**src/design/bimp_pkg.sv**
```systemverilog
// Shared types, character codes and classifier functions for the index message parser.
package bimp_pkg;

   localparam int NAME_LENGTH_DEFAULT = 64;

   localparam logic [15:0] CH_NUL   = 16'h0000;
   localparam logic [15:0] CH_LF    = 16'h000A;
   localparam logic [15:0] CH_CR    = 16'h000D;
   localparam logic [15:0] CH_SPACE = 16'h0020;
   localparam logic [15:0] CH_DOT   = 16'h002E;

   localparam logic [9:0]  TOPIC_MIN = 10'd1;
   localparam logic [9:0]  TOPIC_MAX = 10'd999;
   localparam logic [9:0]  TOPIC_SAT = 10'd1000;

   typedef enum logic [1:0] {
      PHASE_START  = 2'd0,
      PHASE_SUBID  = 2'd1,
      PHASE_DIGITS = 2'd2,
      PHASE_NAME   = 2'd3
   } phase_type;

   typedef enum logic [1:0] {
      KIND_NAME_CHAR = 2'd0,
      KIND_TOPIC     = 2'd1,
      KIND_ACCEPTED  = 2'd2,
      KIND_CORRUPT   = 2'd3
   } kind_type;

   typedef struct packed {
      logic        valid;
      kind_type    kind;
      logic [15:0] name_char;
      logic [9:0]  topic_number;
   } result_type;

   function automatic logic is_letter(input logic [15:0] c);
      logic r;
      r = 1'b0;
      if ((c >= 16'h0041 && c <= 16'h005A) || (c >= 16'h0061 && c <= 16'h007A)) r = 1'b1;
      if (c == 16'h00AA || c == 16'h00B5 || c == 16'h00BA) r = 1'b1;
      if (c >= 16'h00C0 && c <= 16'h00FF && c != 16'h00D7 && c != 16'h00F7) r = 1'b1;
      return r;
   endfunction

   function automatic logic is_digit(input logic [15:0] c);
      return (c >= 16'h0030 && c <= 16'h0039);
   endfunction

endpackage

```
**src/design/bimp_parser.sv**
```systemverilog
// Parser state registers and per-word next-state and result logic.
module bimp_parser #(
   parameter int NAME_LENGTH = bimp_pkg::NAME_LENGTH_DEFAULT
) (
   input  logic                 clock,
   input  logic                 reset,
   input  logic                 accept,
   input  logic                 mode,
   input  logic [15:0]          character,
   output bimp_pkg::result_type result
);

   localparam int CW = $clog2(NAME_LENGTH + 1);

   bimp_pkg::phase_type phase_ff, phase_in;
   logic [9:0]          acc_ff, acc_in;
   logic                store_ff, store_in;
   logic [15:0]         held_ff, held_in;
   logic                held_valid_ff, held_valid_in;
   logic [CW-1:0]       count_ff, count_in;
   logic                seen_ff, seen_in;
   logic                error_ff, error_in;

   logic [13:0]         num_ext;
   logic [3:0]          digit;

   assign digit   = character[3:0];
   assign num_ext = {1'b0, acc_ff, 3'b000} + {3'b000, acc_ff, 1'b0} + {10'd0, digit};

   always_ff @(posedge clock) begin
      if (reset) begin
         phase_ff      <= bimp_pkg::PHASE_START;
         store_ff      <= 1'b0;
         held_valid_ff <= 1'b0;
         count_ff      <= '0;
         seen_ff       <= 1'b0;
         error_ff      <= 1'b0;
      end else begin
         phase_ff      <= phase_in;
         store_ff      <= store_in;
         held_valid_ff <= held_valid_in;
         count_ff      <= count_in;
         seen_ff       <= seen_in;
         error_ff      <= error_in;
      end
      acc_ff  <= acc_in;
      held_ff <= held_in;
   end

   always_comb begin
      phase_in      = phase_ff;
      acc_in        = acc_ff;
      store_in      = store_ff;
      held_in       = held_ff;
      held_valid_in = held_valid_ff;
      count_in      = count_ff;
      seen_in       = seen_ff;
      error_in      = error_ff;
      result        = '0;
      if (accept) begin
         if (mode) begin
            result.valid = 1'b1;
            result.kind  = (!error_ff && seen_ff && phase_ff == bimp_pkg::PHASE_START) ?
                           bimp_pkg::KIND_ACCEPTED : bimp_pkg::KIND_CORRUPT;
            phase_in      = bimp_pkg::PHASE_START;
            acc_in        = '0;
            store_in      = 1'b0;
            held_in       = '0;
            held_valid_in = 1'b0;
            count_in      = '0;
            seen_in       = 1'b0;
            error_in      = 1'b0;
         end else if (error_ff) begin
            // drop words until end of message
         end else if (character == bimp_pkg::CH_NUL) begin
            error_in = 1'b1;
         end else begin
            case (phase_ff)
               bimp_pkg::PHASE_START: begin
                  if (bimp_pkg::is_letter(character)) begin
                     phase_in = bimp_pkg::PHASE_SUBID;
                  end else if (bimp_pkg::is_digit(character)) begin
                     acc_in   = {6'd0, digit};
                     phase_in = bimp_pkg::PHASE_DIGITS;
                  end else begin
                     error_in = 1'b1;
                  end
               end
               bimp_pkg::PHASE_SUBID: begin
                  if (bimp_pkg::is_letter(character)) begin
                     phase_in = bimp_pkg::PHASE_SUBID;
                  end else if (character == bimp_pkg::CH_SPACE) begin
                     store_in      = 1'b0;
                     held_valid_in = 1'b0;
                     held_in       = '0;
                     count_in      = '0;
                     phase_in      = bimp_pkg::PHASE_NAME;
                  end else if (bimp_pkg::is_digit(character)) begin
                     acc_in   = {6'd0, digit};
                     phase_in = bimp_pkg::PHASE_DIGITS;
                  end else begin
                     error_in = 1'b1;
                  end
               end
               bimp_pkg::PHASE_DIGITS: begin
                  if (bimp_pkg::is_digit(character)) begin
                     acc_in = (num_ext > {4'd0, bimp_pkg::TOPIC_MAX}) ?
                              bimp_pkg::TOPIC_SAT : num_ext[9:0];
                  end else if (acc_ff < bimp_pkg::TOPIC_MIN || acc_ff > bimp_pkg::TOPIC_MAX ||
                               (character != bimp_pkg::CH_SPACE &&
                                character != bimp_pkg::CH_DOT)) begin
                     error_in = 1'b1;
                  end else begin
                     store_in      = (character == bimp_pkg::CH_SPACE);
                     held_valid_in = 1'b0;
                     held_in       = '0;
                     count_in      = '0;
                     phase_in      = bimp_pkg::PHASE_NAME;
                  end
               end
               bimp_pkg::PHASE_NAME: begin
                  if (!held_valid_ff) begin
                     if (character == bimp_pkg::CH_LF || character == bimp_pkg::CH_CR) begin
                        error_in = 1'b1;
                     end else begin
                        held_in       = character;
                        held_valid_in = 1'b1;
                     end
                  end else if (character == bimp_pkg::CH_LF) begin
                     seen_in       = 1'b1;
                     phase_in      = bimp_pkg::PHASE_START;
                     held_valid_in = 1'b0;
                     held_in       = '0;
                     count_in      = '0;
                     store_in      = 1'b0;
                     if (store_ff) begin
                        result.valid        = 1'b1;
                        result.kind         = bimp_pkg::KIND_TOPIC;
                        result.topic_number = acc_ff;
                     end
                  end else begin
                     held_in = character;
                     if (store_ff && count_ff < CW'(NAME_LENGTH)) begin
                        count_in         = count_ff + 1'b1;
                        result.valid     = 1'b1;
                        result.kind      = bimp_pkg::KIND_NAME_CHAR;
                        result.name_char = held_ff;
                     end
                  end
               end
               default: begin
                  error_in = 1'b1;
               end
            endcase
         end
      end
   end

   a_eom_clears: assert property (@(posedge clock) disable iff (reset)
      accept && mode |=> phase_ff == bimp_pkg::PHASE_START && !error_ff && !seen_ff)
      else $error("end of message did not clear parser state");

   a_error_silent: assert property (@(posedge clock) disable iff (reset)
      accept && !mode && error_ff |-> !result.valid)
      else $error("result produced after error");

   a_count_bound: assert property (@(posedge clock) disable iff (reset)
      count_ff <= CW'(NAME_LENGTH))
      else $error("name count beyond limit");

endmodule

```
**src/design/bimp_out_buf.sv**
```systemverilog
// Two-entry result buffer: output register plus skid register.
module bimp_out_buf (
   input  logic                 clock,
   input  logic                 reset,
   input  bimp_pkg::result_type push,
   input  logic                 rsp_stall,
   output logic                 full,
   output logic                 rsp_valid,
   output bimp_pkg::result_type rsp_data
);

   logic                 main_valid_ff, main_valid_in;
   logic                 skid_valid_ff, skid_valid_in;
   bimp_pkg::result_type main_ff, main_in;
   bimp_pkg::result_type skid_ff, skid_in;
   logic                 pop;

   assign pop       = main_valid_ff && !rsp_stall;
   assign full      = skid_valid_ff;
   assign rsp_valid = main_valid_ff;
   assign rsp_data  = main_ff;

   always_comb begin
      main_valid_in = main_valid_ff;
      skid_valid_in = skid_valid_ff;
      main_in       = main_ff;
      skid_in       = skid_ff;
      if (skid_valid_ff) begin
         if (pop) begin
            main_in       = skid_ff;
            skid_valid_in = 1'b0;
         end
      end else if (push.valid) begin
         if (!main_valid_ff || pop) begin
            main_in       = push;
            main_valid_in = 1'b1;
         end else begin
            skid_in       = push;
            skid_valid_in = 1'b1;
         end
      end else if (pop) begin
         main_valid_in = 1'b0;
      end
   end

   always_ff @(posedge clock) begin
      if (reset) begin
         main_valid_ff <= 1'b0;
         skid_valid_ff <= 1'b0;
      end else begin
         main_valid_ff <= main_valid_in;
         skid_valid_ff <= skid_valid_in;
      end
      main_ff <= main_in;
      skid_ff <= skid_in;
   end

   a_skid_needs_main: assert property (@(posedge clock) disable iff (reset)
      skid_valid_ff |-> main_valid_ff)
      else $error("skid word held with empty output register");

   a_no_overflow: assert property (@(posedge clock) disable iff (reset)
      skid_valid_ff |-> !push.valid)
      else $error("word pushed into full buffer");

   a_skid_moves_up: assert property (@(posedge clock) disable iff (reset)
      skid_valid_ff && pop |=> main_valid_ff && main_ff == $past(skid_ff))
      else $error("skid word lost on drain");

endmodule

```
**src/design/broadcast_index_message_parser.sv**
```systemverilog
// Top level of the cell broadcast index message parser.
// A result word is registered in the output register, or in the skid register while rsp_stall holds it.
// Throughput: one input word per cycle while req_stall is low; the parser state update is a single registered pass.
// req_stall rises only when both result registers are occupied under rsp_stall.
// Reset is synchronous and active high; parser returns to element start, buffer empties.
module broadcast_index_message_parser #(
   parameter int NAME_LENGTH = bimp_pkg::NAME_LENGTH_DEFAULT
) (
   input  logic        clock,
   input  logic        reset,
   input  logic        req_valid,
   output logic        req_stall,
   input  logic        req_mode,
   input  logic [15:0] req_character,
   output logic        rsp_valid,
   input  logic        rsp_stall,
   output logic [1:0]  rsp_kind,
   output logic [15:0] rsp_name_char,
   output logic [9:0]  rsp_topic_number
);

   bimp_pkg::result_type result;
   bimp_pkg::result_type rsp_data;
   logic                 full;
   logic                 accept;

   assign req_stall = full;
   assign accept    = req_valid && !full;

   bimp_parser #(
      .NAME_LENGTH(NAME_LENGTH)
   ) u_parser (
      .clock    (clock),
      .reset    (reset),
      .accept   (accept),
      .mode     (req_mode),
      .character(req_character),
      .result   (result)
   );

   bimp_out_buf u_out_buf (
      .clock    (clock),
      .reset    (reset),
      .push     (result),
      .rsp_stall(rsp_stall),
      .full     (full),
      .rsp_valid(rsp_valid),
      .rsp_data (rsp_data)
   );

   assign rsp_kind         = rsp_data.kind;
   assign rsp_name_char    = rsp_data.name_char;
   assign rsp_topic_number = rsp_data.topic_number;

endmodule
```
**config.mk**
```make
export PLATFORM = sky130hd
export DESIGN_NAME = broadcast_index_message_parser
export DESIGN_NICKNAME = d
export VERILOG_FILES = /design/src/design/bimp_pkg.sv /design/src/design/bimp_parser.sv /design/src/design/bimp_out_buf.sv /design/src/design/broadcast_index_message_parser.sv
export SDC_FILE = /design/constraint.sdc
export NUM_CORES = 1
export LEC_CHECK = 0
export ABC_AREA = 1
export ABC_CLOCK_PERIOD_IN_PS = 3250
export CAP_MARGIN = 20
export CORE_MARGIN = 3
export CORE_UTILIZATION = 48
export DETAILED_ROUTE_END_ITERATION = 10
export DONT_BUFFER_PORTS = 1
export PLACE_DENSITY = 0.73
export SYNTH_ARGS = -nofsm -noshare
export SYNTH_HDL_FRONTEND = slang
export SYNTH_HIERARCHICAL = 1
export SYNTH_SLANG_ARGS = --single-unit
```
**constraint.sdc**
```tcl
create_clock -name clock -period 3.25 [get_ports clock]
set_input_delay 0.4875 -clock clock [delete_from_list [all_inputs] [get_ports clock]]
set_output_delay 0.4875 -clock clock [all_outputs]
set_load 0.01 [all_outputs]
```
==> out/results.ini, run 1 <==
[routing]
antenna_left = 0
dr.pass1.iters = 5
vias = 4603
avgViaCountPerCell = 5.47
drc = 0
routed_wl_um = 12700
drtIter0Drc = 386
wire_per_inst_um = 15.0

[setup_path]
crit_path_start_kind = register
crit_path_end_kind = register
cp.buffers_inverters = 2
crit_family = adder cells
critPathMaxStageDelay_ns = 0.55
criticalPathCategory = reg -> reg
crit_chain = fa_1 -> fa_1 -> nand3_1 -> nand2_1 -> nand3_1 -> nand2_1 -> nand2_1 -> nand2_1 -> inv_1 -> nand3_1 -> nor2_4 -> nand2_1 -> o21ai_0 -> inv_1
crit_fanout = 7
path_common_cell = nand2_1
worstPathArrival_ns = 3.01
r2r_cells = 14
critPathSlowestCell = fa_1
worstSetupPathDepth = 14
critPathRequiredTime_ns = 3.34

[clock_network]
clockBufferDepth = 2
clkLatencyLatePin_ns = 0.35
cts_tree = built
ctsResizeCount = 0
cts.sinks = 97
cts.clk_slew.worst_paths_ns = 0.07
post_cts_buffers = 0
htree_levels = 3
cts_buffers = 9
cts_root_buf = clkbuf_16
hold_buffers = 0

[placement]
place_hpwl_um = 9380
place_congestion = 0.863
dp_slack_ns = 0.338
numPortBuffers = 0

[layout]
utilization_pct = 53.9
area_growth_pct = 8.30
seq_area_um2 = 2760
multiInputGateArea_um2 = 2610
drive_gt1_share_pct = 10.3
n_fill_cell = 1019
antennaDiodeCount = 0
finalNetCount = 741

[global_routing]
grt_util_met1_pct = 25.4
grt_overflow = 0
grt_usage_pct = 19.7
grt_max_degree = 34
grt_pass1_wl_um = 21000
use_met2_pct = 32.6
grt_pass1_vias = 4420
grtUsageMet3_pct = 3.81
busiest_layer = met2
grt_antenna_before_repair = 0

[sta]
finalMaxSlewViolations = 0
hold_slack_ns = 0.199
rsz0062_at_grt = false
hold_viol_final = 0
slew_headroom_pct = 54.3
final-setup-viol-count = 0
tightestPinTransition_ns = 0.683
fmax_ghz = 0.343
clock_skew_ns = 0.00859
fin_crit_ns = 2.92
post-route-period-util_pct = 89.8
layout_setup_ws_ns = 0.332
finalSetupTns_ns = 0

[die]
rows = 39
die_w_um = 116
io_pins = 51
core_um2 = 11600
dieArea_um2 = 13300
initial_core_util_pct = 49.8
die_h_um = 116

[power]
leakagePower_nw = 2.73
p_total_mw = 2.84
p_per_area_nw_per_um2 = 456
max-vdd-ir-drop_mv = 0.229

[min_path]
hp-class = in -> reg
hold_depth = 1

[synthesis]
netlist_instances = 690
netlist_area_um2 = 5760
syn_nets = 737
yosys_warnings = 6
synth_area_per_cell_um2 = 8.34

[outcome]
status = finished, final reports clean

[job]
cap_violations = 0

[worst register-to-register path, cell delays in order, from the launching register on]
cell	delay (ns)
edfxtp_1	0.47
fa_1	0.55
fa_1	0.50
nand3_1	0.11
nand2_1	0.10
nand3_1	0.11
nand2_1	0.06
nand2_1	0.06
nand2_1	0.04
inv_1	0.05
nand3_1	0.10
nor2_4	0.18
nand2_1	0.10
o21ai_0	0.19
inv_1	0.06
[sequential cells by signal (all words and copies together), names as in the netlist, 2 cells and up]
signal / count
u_parser/held_ff: 16
u_parser/acc_ff: 10
u_parser/count_ff: 7
u_out_buf/rsp_data: 28
u_parser/phase_ff: 2
u_out_buf/skid_ff: 28
[path summary, 6_finish.rpt]
path / from / end / slack [ns]
setup / recovery: u_parser/acc_ff[0] / u_parser/acc_ff[9] / 0.33
hold / removal: reset / u_parser/count_ff[3] / 0.20
setup reg to reg: u_parser/acc_ff[0] / u_parser/acc_ff[9] / 0.33
hold reg to reg: u_parser/count_ff[6] / u_parser/count_ff[6] / 0.48
[report_power, final]
part | switching (mW) | internal [mW]
clock network | 0.471 | 0.611
logic | 0.227 | 0.117
registers | 0.0344 | 1.38
[final cells by class]
| cell class | instances | area share, % |
|---|---|---|
| clock buffers | 9 | 3.61 |
| clock inverters | 7 | 1.38 |
| inverters | 85 | 5.22 |
| multi-input cells | 494 | 41.8 |
| flip-flops and latches | 97 | 44.3 |
| well taps | 143 | 2.87 |
| repair buffers | 7 | 0.843 |
[routing by layer]
metal | wire [um] | vias to the layer above
met4 | 322 | 0
met5 | 0 | -
met1 | 5380 | 2112
li1 | - | 2282
met2 | 6100 | 181
met3 | 858 | 28
[per-stage QoR]
step / instances / area (um2)
global route: 842 / 6240
CTS: 842 / 6240
finish: 842 / 6240
global placement: 826 / 5920
floorplan: 690 / 5760
detailed placement: 826 / 5920
[cells in the final DEF, fill, tap and decap left out, types with 6 or more instances in the layout]
master and instances:
a21oi_1 23, a21oi_2 9, buf_4 7, clkbuf_16 9, dfxtp_1 15, edfxtp_1 82
ha_1 24, inv_1 77, nand2_1 215, nand2_2 10, nand3_1 39, nand4_1 8
nor2_1 73, nor2_4 6, nor3_1 12, nor3b_1 17, o21ai_0 13
Note: power is estimated with default switching activity, not from simulation.
==> inputs of run 2 (changes only) <==
--- a/config.mk
+++ b/config.mk
@@ -13,6 +13,7 @@
 export DETAILED_ROUTE_END_ITERATION = 10
 export DONT_BUFFER_PORTS = 1
 export PLACE_DENSITY = 0.73
+export SETUP_SLACK_MARGIN = 0.4
 export SYNTH_ARGS = -nofsm -noshare
 export SYNTH_HDL_FRONTEND = slang
 export SYNTH_HIERARCHICAL = 1
==> run 2 against run 1 <==
Net effect:
- setup slack improved by 0.21 ns
- global-route usage increased by 0.077 points
- sequential share of layout area decreased by 0.70 points
- largest power group unchanged
- die area unchanged
- count of clock-buffer cells in the layout unchanged
- highest routed layer unchanged
- sequential cell count unchanged
- register-to-register slack improved by 0.21 ns
- power increased by 1.2%
- utilization increased by 0.87 points
- non-clock buffer count increased by 6
==> out/results.ini, run 2 (synthesized netlist as in run 1, its figures left out) <==
[sta]
clock_skew_ns = 0.00880  ; was 0.00859 ns
fmax_ghz = 0.369  ; was 0.343 GHz
rsz0062_at_grt = true  ; was false
tightestPinTransition_ns = 0.690  ; was 0.683 ns
final-setup-viol-count = 0  ; unchanged
hold_viol_final = 0  ; unchanged
finalMaxSlewViolations = 0  ; unchanged
post-route-period-util_pct = 83.4  ; was 89.8%
finalSetupTns_ns = 0  ; unchanged
hold_slack_ns = 0.198  ; was 0.199 ns
slew_headroom_pct = 53.9  ; was 54.3%
fin_crit_ns = 2.71  ; was 2.92 ns

[min_path]
hold_depth = 1  ; unchanged
hp-start = reset  ; unchanged
hp-class = in -> reg  ; unchanged

[setup_path]
crit_path_start_kind = register  ; unchanged
critPathRequiredTime_ns = 3.35  ; was 3.34 ns
worstPathArrival_ns = 2.81  ; was 3.01 ns
crit_path_end_kind = register  ; unchanged
r2r_start = u_parser/acc_ff[3]  ; was u_parser/acc_ff[0]
cp-startpoint = u_parser/acc_ff[3]  ; was u_parser/acc_ff[0]
crit_fanout = 6  ; was 7
r2r_cells = 12  ; was 14
criticalPathCategory = reg -> reg  ; unchanged

[layout]
antennaDiodeCount = 0  ; unchanged
final_common_cell = nand2_1  ; unchanged
drive_gt1_share_pct = 12.9  ; was 10.3%
final_cell_mix = nand2_1 (212), edfxtp_1 (82), inv_1 (77), nor2_1 (73), nand3_1 (37)  ; was nand2_1 (215), edfxtp_1 (82), inv_1 (77), nor2_1 (73), nand3_1 (39)
utilization_pct = 54.8  ; was 53.9%
n_fill_cell = 1008  ; was 1019
finalNetCount = 747  ; was 741
area_growth_pct = 10.0  ; was 8.30%
final-instance-count-excl-fill = 848  ; was 842

[clock_network]
cts_root_buf = clkbuf_16  ; unchanged
cts.sinks = 97  ; unchanged
clkLatencyLatePin_ns = 0.35  ; about the same
cts.clk_slew.worst_paths_ns = 0.07  ; about the same
cts_buffers = 9  ; unchanged
hold_buffers = 0  ; unchanged
cts_tree = built  ; unchanged
htree_levels = 3  ; unchanged
clockBufferDepth = 2  ; unchanged

[die]
initial_core_util_pct = 49.8  ; unchanged
rows = 39  ; unchanged
core_um2 = 11600  ; unchanged
die_h_um = 116  ; unchanged
die_w_um = 116  ; unchanged
dieArea_um2 = 13300  ; unchanged
io_pins = 51  ; unchanged

[placement]
placed_cells = 826  ; unchanged
place_hpwl_um = 9380  ; unchanged
numPortBuffers = 0  ; unchanged
place_congestion = 0.863  ; unchanged

[power]
leakagePower_nw = 2.77  ; was 2.73 nW
p_per_area_nw_per_um2 = 455  ; was 456 nW/um2
max-vdd-ir-drop_mv = 0.230  ; was 0.229 mV

[global_routing]
grt_max_degree = 34  ; unchanged
grt_pass1_vias = 4436  ; was 4420
grt_usage_pct = 19.8  ; was 19.7%
grt_pass1_wl_um = 21100  ; was 21000 um
grt_overflow = 0  ; unchanged
grt_antenna_before_repair = 0  ; unchanged

[routing]
avgViaCountPerCell = 5.46  ; was 5.47
drc = 0  ; unchanged
wire_per_inst_um = 15.1  ; was 15.0 um
drtIter0Drc = 413  ; was 386
dr.pass1.iters = 5  ; unchanged
routed_wl_um = 12800  ; was 12700 um
vias = 4628  ; was 4603
antenna_left = 0  ; unchanged

[outcome]
status = finished, final reports clean  ; unchanged

[job]
cap_violations = 0  ; unchanged

==> run 2: final timing paths <==
check	end	slack (ns)
worst max-delay path	u_parser/acc_ff[9]	0.54
worst min-delay path	u_parser/count_ff[3]	0.20
worst max register to register	u_parser/acc_ff[9]	0.54
worst min register to register	u_parser/count_ff[6]	0.48
==> run 2: power by group <==
group	switching, mW	total [mW]	internal [mW]	leakage (nW)
clock network	0.470	1.08	0.611	0.154
logic	0.240	0.381	0.141	1.72
registers	0.0335	1.42	1.38	0.897
==> run 2: area by class of cell <==
type                            instances  area (um2)  share of cell area, %
Clock buffer                            9         225                   3.55
Inverter                               85         325                   5.13
Clock inverter                          7        86.3                   1.36
Tap cell                              143         179                   2.82
Sequential cell                        97        2760                   43.6
Timing Repair Buffer                   13        97.6                   1.54
Multi-Input combinational cell        494        2660                   42.0
==> run 2: per-stage QoR <==
stage | power, mW | worst slack, ns | area [um2]
floorplan | 1.71 | 0.473 | 5760
global placement | 1.78 | 0.421 | 5920
detailed placement | 1.79 | 0.338 | 5920
CTS | 2.87 | 0.406 | 6260
global route | 3.01 | 0.368 | 6340
finish | 2.88 | 0.541 | 6340
==> run 2: routing by layer <==
| layer | track usage, % | share of wire [%] |
|---|---|---|
| met1 | 25.5 | 43 |
| met2 | 32.7 | 48 |
| met3 | 3.81 | 6.2 |
| met4 | 8.61 | 2.4 |
| met5 | 0 | 0 |
==> run 2: critical path, cell delays in order, from the launching register on <==
cell and delay, ns:
edfxtp_1 0.50, ha_1 0.34, ha_1 0.35, a21oi_1 0.27
o21ai_0 0.14, nand2_1 0.08, nand2_1 0.04, nor2_1 0.10
nand3_1 0.13, nor2_4 0.21, nand2_2 0.08, o21ai_1 0.16
inv_1 0.05
==> run 2: repair_timing <==
item | CTS | global route
cloned | 0 | 0
resized for setup | 0 | 16
pin swaps | 1 | 4
setup endpoints to repair | 3 | 36
setup buffers | 3 | 3
==> inputs of run 3 (changes only) <==
--- a/config.mk
+++ b/config.mk
@@ -6,13 +6,13 @@
 export NUM_CORES = 1
 export LEC_CHECK = 0
 export ABC_AREA = 1
-export ABC_CLOCK_PERIOD_IN_PS = 3250
+export ABC_CLOCK_PERIOD_IN_PS = 2700
 export CAP_MARGIN = 20
 export CORE_MARGIN = 3
 export CORE_UTILIZATION = 48
 export DETAILED_ROUTE_END_ITERATION = 10
 export DONT_BUFFER_PORTS = 1
-export PLACE_DENSITY = 0.73
+export PLACE_DENSITY = 0.71
 export SETUP_SLACK_MARGIN = 0.4
 export SYNTH_ARGS = -nofsm -noshare
 export SYNTH_HDL_FRONTEND = slang
==> constraint.sdc (replaced) <==
create_clock -name clock -period 2.7 [get_ports clock]
set_input_delay 0.405 -clock clock [delete_from_list [all_inputs] [get_ports clock]]
set_output_delay 0.405 -clock clock [all_outputs]
set_load 0.01 [all_outputs]
==> run 3 against run 2 <==
Net effect:
- power is 24% higher
- critical endpoint is now u_parser/acc_ff[2]
- clock skew is 0.00093 ns lower
- non-clock buffer count is 16 higher
- combinational power is 42% higher
- sequential cell count stayed put
- via count is 1.4% higher
- worst hold slack worse by 0.089 ns
- count of clock-buffer cells in the layout is 1 higher
- die area stayed put
- utilization is 3.1 points higher
- design area is 5.7% higher
- critical path depth is 2 lower
==> out/results.ini, run 3 (synthesized netlist as in run 1, its figures left out) <==
[layout]
final-instance-count-excl-fill = 864  ; was 848
finalNetCount = 763  ; was 747
final_common_cell = nand2_1  ; unchanged
drive_gt1_share_pct = 19.3  ; was 12.9%
final_cell_mix = nand2_1 (206), edfxtp_1 (82), inv_1 (74), nor2_1 (70), nand3_1 (33)  ; was nand2_1 (212), edfxtp_1 (82), inv_1 (77), nor2_1 (73), nand3_1 (37)
antennaDiodeCount = 0  ; unchanged
area_growth_pct = 16.3  ; was 10.0%

[setup_path]
reg2reg_slack_ns = 0.07  ; was 0.54 ns
criticalPathCategory = reg -> reg  ; unchanged
r2r_start = u_parser/acc_ff[0]  ; was u_parser/acc_ff[3]
setup.worst_path.end = u_parser/acc_ff[2]  ; was u_parser/acc_ff[9]
crit_fanout = 6  ; unchanged
worstPathArrival_ns = 2.73  ; was 2.81 ns
reg2reg_to = u_parser/acc_ff[2]  ; was u_parser/acc_ff[9]
crit_path_end_kind = register  ; unchanged
cp-startpoint = u_parser/acc_ff[0]  ; was u_parser/acc_ff[3]
critPathRequiredTime_ns = 2.79  ; was 3.35 ns
r2r_cells = 10  ; was 12
crit_path_start_kind = register  ; unchanged

[routing]
avgViaCountPerCell = 5.43  ; was 5.46
vias = 4693  ; was 4628
drc = 0  ; unchanged
antenna_left = 0  ; unchanged
wire_per_inst_um = 15.3  ; was 15.1 um
routed_wl_um = 13200  ; was 12800 um
drtIter0Drc = 428  ; was 413
dr.pass1.iters = 6  ; was 5

[power]
leakagePower_nw = 2.84  ; was 2.77 nW
p_per_area_nw_per_um2 = 533  ; was 455 nW/um2
max-vdd-ir-drop_mv = 0.255  ; was 0.230 mV

[clock_network]
hold_buffers = 0  ; unchanged
cts_root_buf = clkbuf_16  ; unchanged
cts_tree = built  ; unchanged
htree_levels = 3  ; unchanged
cts.sinks = 97  ; unchanged
cts.clk_slew.worst_paths_ns = 0.07  ; about the same
clkLatencyLatePin_ns = 0.35  ; about the same
cts_buffers = 9  ; unchanged
clockBufferDepth = 2  ; unchanged

[global_routing]
grt_overflow = 0  ; unchanged
grt_antenna_before_repair = 0  ; unchanged
grt_pass1_wl_um = 21700  ; was 21100 um
grt_max_degree = 34  ; unchanged
grt_usage_pct = 20.6  ; was 19.8%
grt_pass1_vias = 4542  ; was 4436

[job]
cap_violations = 0  ; unchanged

[placement]
numPortBuffers = 0  ; unchanged
placed_cells = 838  ; was 826
place_congestion = 0.945  ; was 0.863
place_hpwl_um = 9470  ; was 9380 um

[sta]
tightestPinTransition_ns = 0.651  ; was 0.690 ns
fmax_ghz = 0.380  ; was 0.369 GHz
slew_headroom_pct = 56.5  ; was 53.9%
hold_viol_final = 0  ; unchanged
post-route-period-util_pct = 97.4  ; was 83.4%
final-setup-viol-count = 0  ; unchanged
rsz0062_at_grt = true  ; unchanged
finalSetupTns_ns = 0  ; unchanged
finalMaxSlewViolations = 0  ; unchanged
clock_skew_ns = 0.00787  ; was 0.00880 ns
fin_crit_ns = 2.63  ; was 2.71 ns

[die]
dieArea_um2 = 13300  ; unchanged
die_h_um = 116  ; unchanged
core_um2 = 11600  ; unchanged
rows = 39  ; unchanged
die_w_um = 116  ; unchanged
initial_core_util_pct = 49.8  ; unchanged
io_pins = 51  ; unchanged

[min_path]
hp-class = in -> reg  ; unchanged

[outcome]
status = finished, final reports clean  ; unchanged

==> run 3: cell type report <==
| type | count | area (um2) |
|---|---|---|
| well taps | 143 | 179 |
| multi-input cells | 494 | 2850 |
| repair buffers | 29 | 255 |
| clock inverters | 6 | 75.1 |
| clock buffers | 10 | 239 |
| fillers | 1016 | 4870 |
| inverters | 85 | 335 |
| flip-flops and latches | 97 | 2770 |
==> run 3: report_power, final <==
group          internal [mW]  total, mW  switching, mW
Clock                  0.756       1.33          0.573
Combinational          0.220      0.540          0.320
Sequential              1.67       1.70         0.0357
Total                   2.64       3.57          0.929
==> run 3: repair_timing <==
action,in CTS,in global routing
resized for setup,14,22
setup endpoints to repair,26,66
setup buffers,7,3
pin swaps,12,10
endpoints found under the hold margin,0,0
==> run 3: worst max-delay path: stages (launching register included) <==
cell      delay [ns]
edfxtp_1        0.42
fa_2            0.54
fa_2            0.37
buf_4           0.16
xnor2_2         0.13
nand2_1         0.06
nand3_1         0.08
nor2_1          0.10
nand4_1         0.27
nand3_1         0.19
a21oi_2         0.07
==> run 3: through the flow <==
| stage | power, mW | area [um2] | hold slack (ns) | worst slack (ns) | util (%) |
|---|---|---|---|---|---|
| 2_1_floorplan | 2.08 | 5840 | 0.441 | 0.224 | - |
| 3_3_place_gp | 2.18 | 6120 | 0.453 | 0.0874 | 52.9 |
| 3_5_place_dp | 2.19 | 6120 | 0.449 | 0.0319 | 52.9 |
| 4_1_cts | 3.56 | 6570 | 0.0983 | 0.145 | 56.8 |
| 5_1_grt | 3.74 | 6700 | 0.0914 | -0.0568 | 57.9 |
| 6_report | 3.57 | 6700 | 0.109 | 0.0691 | 57.9 |
==> run 3: routing by layer <==
| metal | global-route usage [%] | routed length (um) | vias up |
|---|---|---|---|
| li1 | - | - | 2329 |
| met1 | 25.5 | 5730 | 2220 |
| met2 | 35.1 | 6590 | 126 |
| met3 | 5.69 | 700 | 18 |
| met4 | 6.18 | 210 | 0 |
| met5 | 0 | 0 | - |
==> run 3: worst min-delay path by stage <==
stage	from	to	slack [ns]	cells past startpoint
2_1_floorplan	u_parser/count_ff[6]	u_parser/count_ff[6]	0.44	2
3_3_place_gp	u_parser/count_ff[6]	u_parser/count_ff[6]	0.45	2
3_5_place_dp	u_parser/count_ff[6]	u_parser/count_ff[6]	0.45	2
4_1_cts	reset	u_parser/count_ff[2]	0.1	1
5_1_grt	reset	u_parser/count_ff[2]	0.09	1
6_report	reset	u_parser/phase_ff[0]	0.11	1
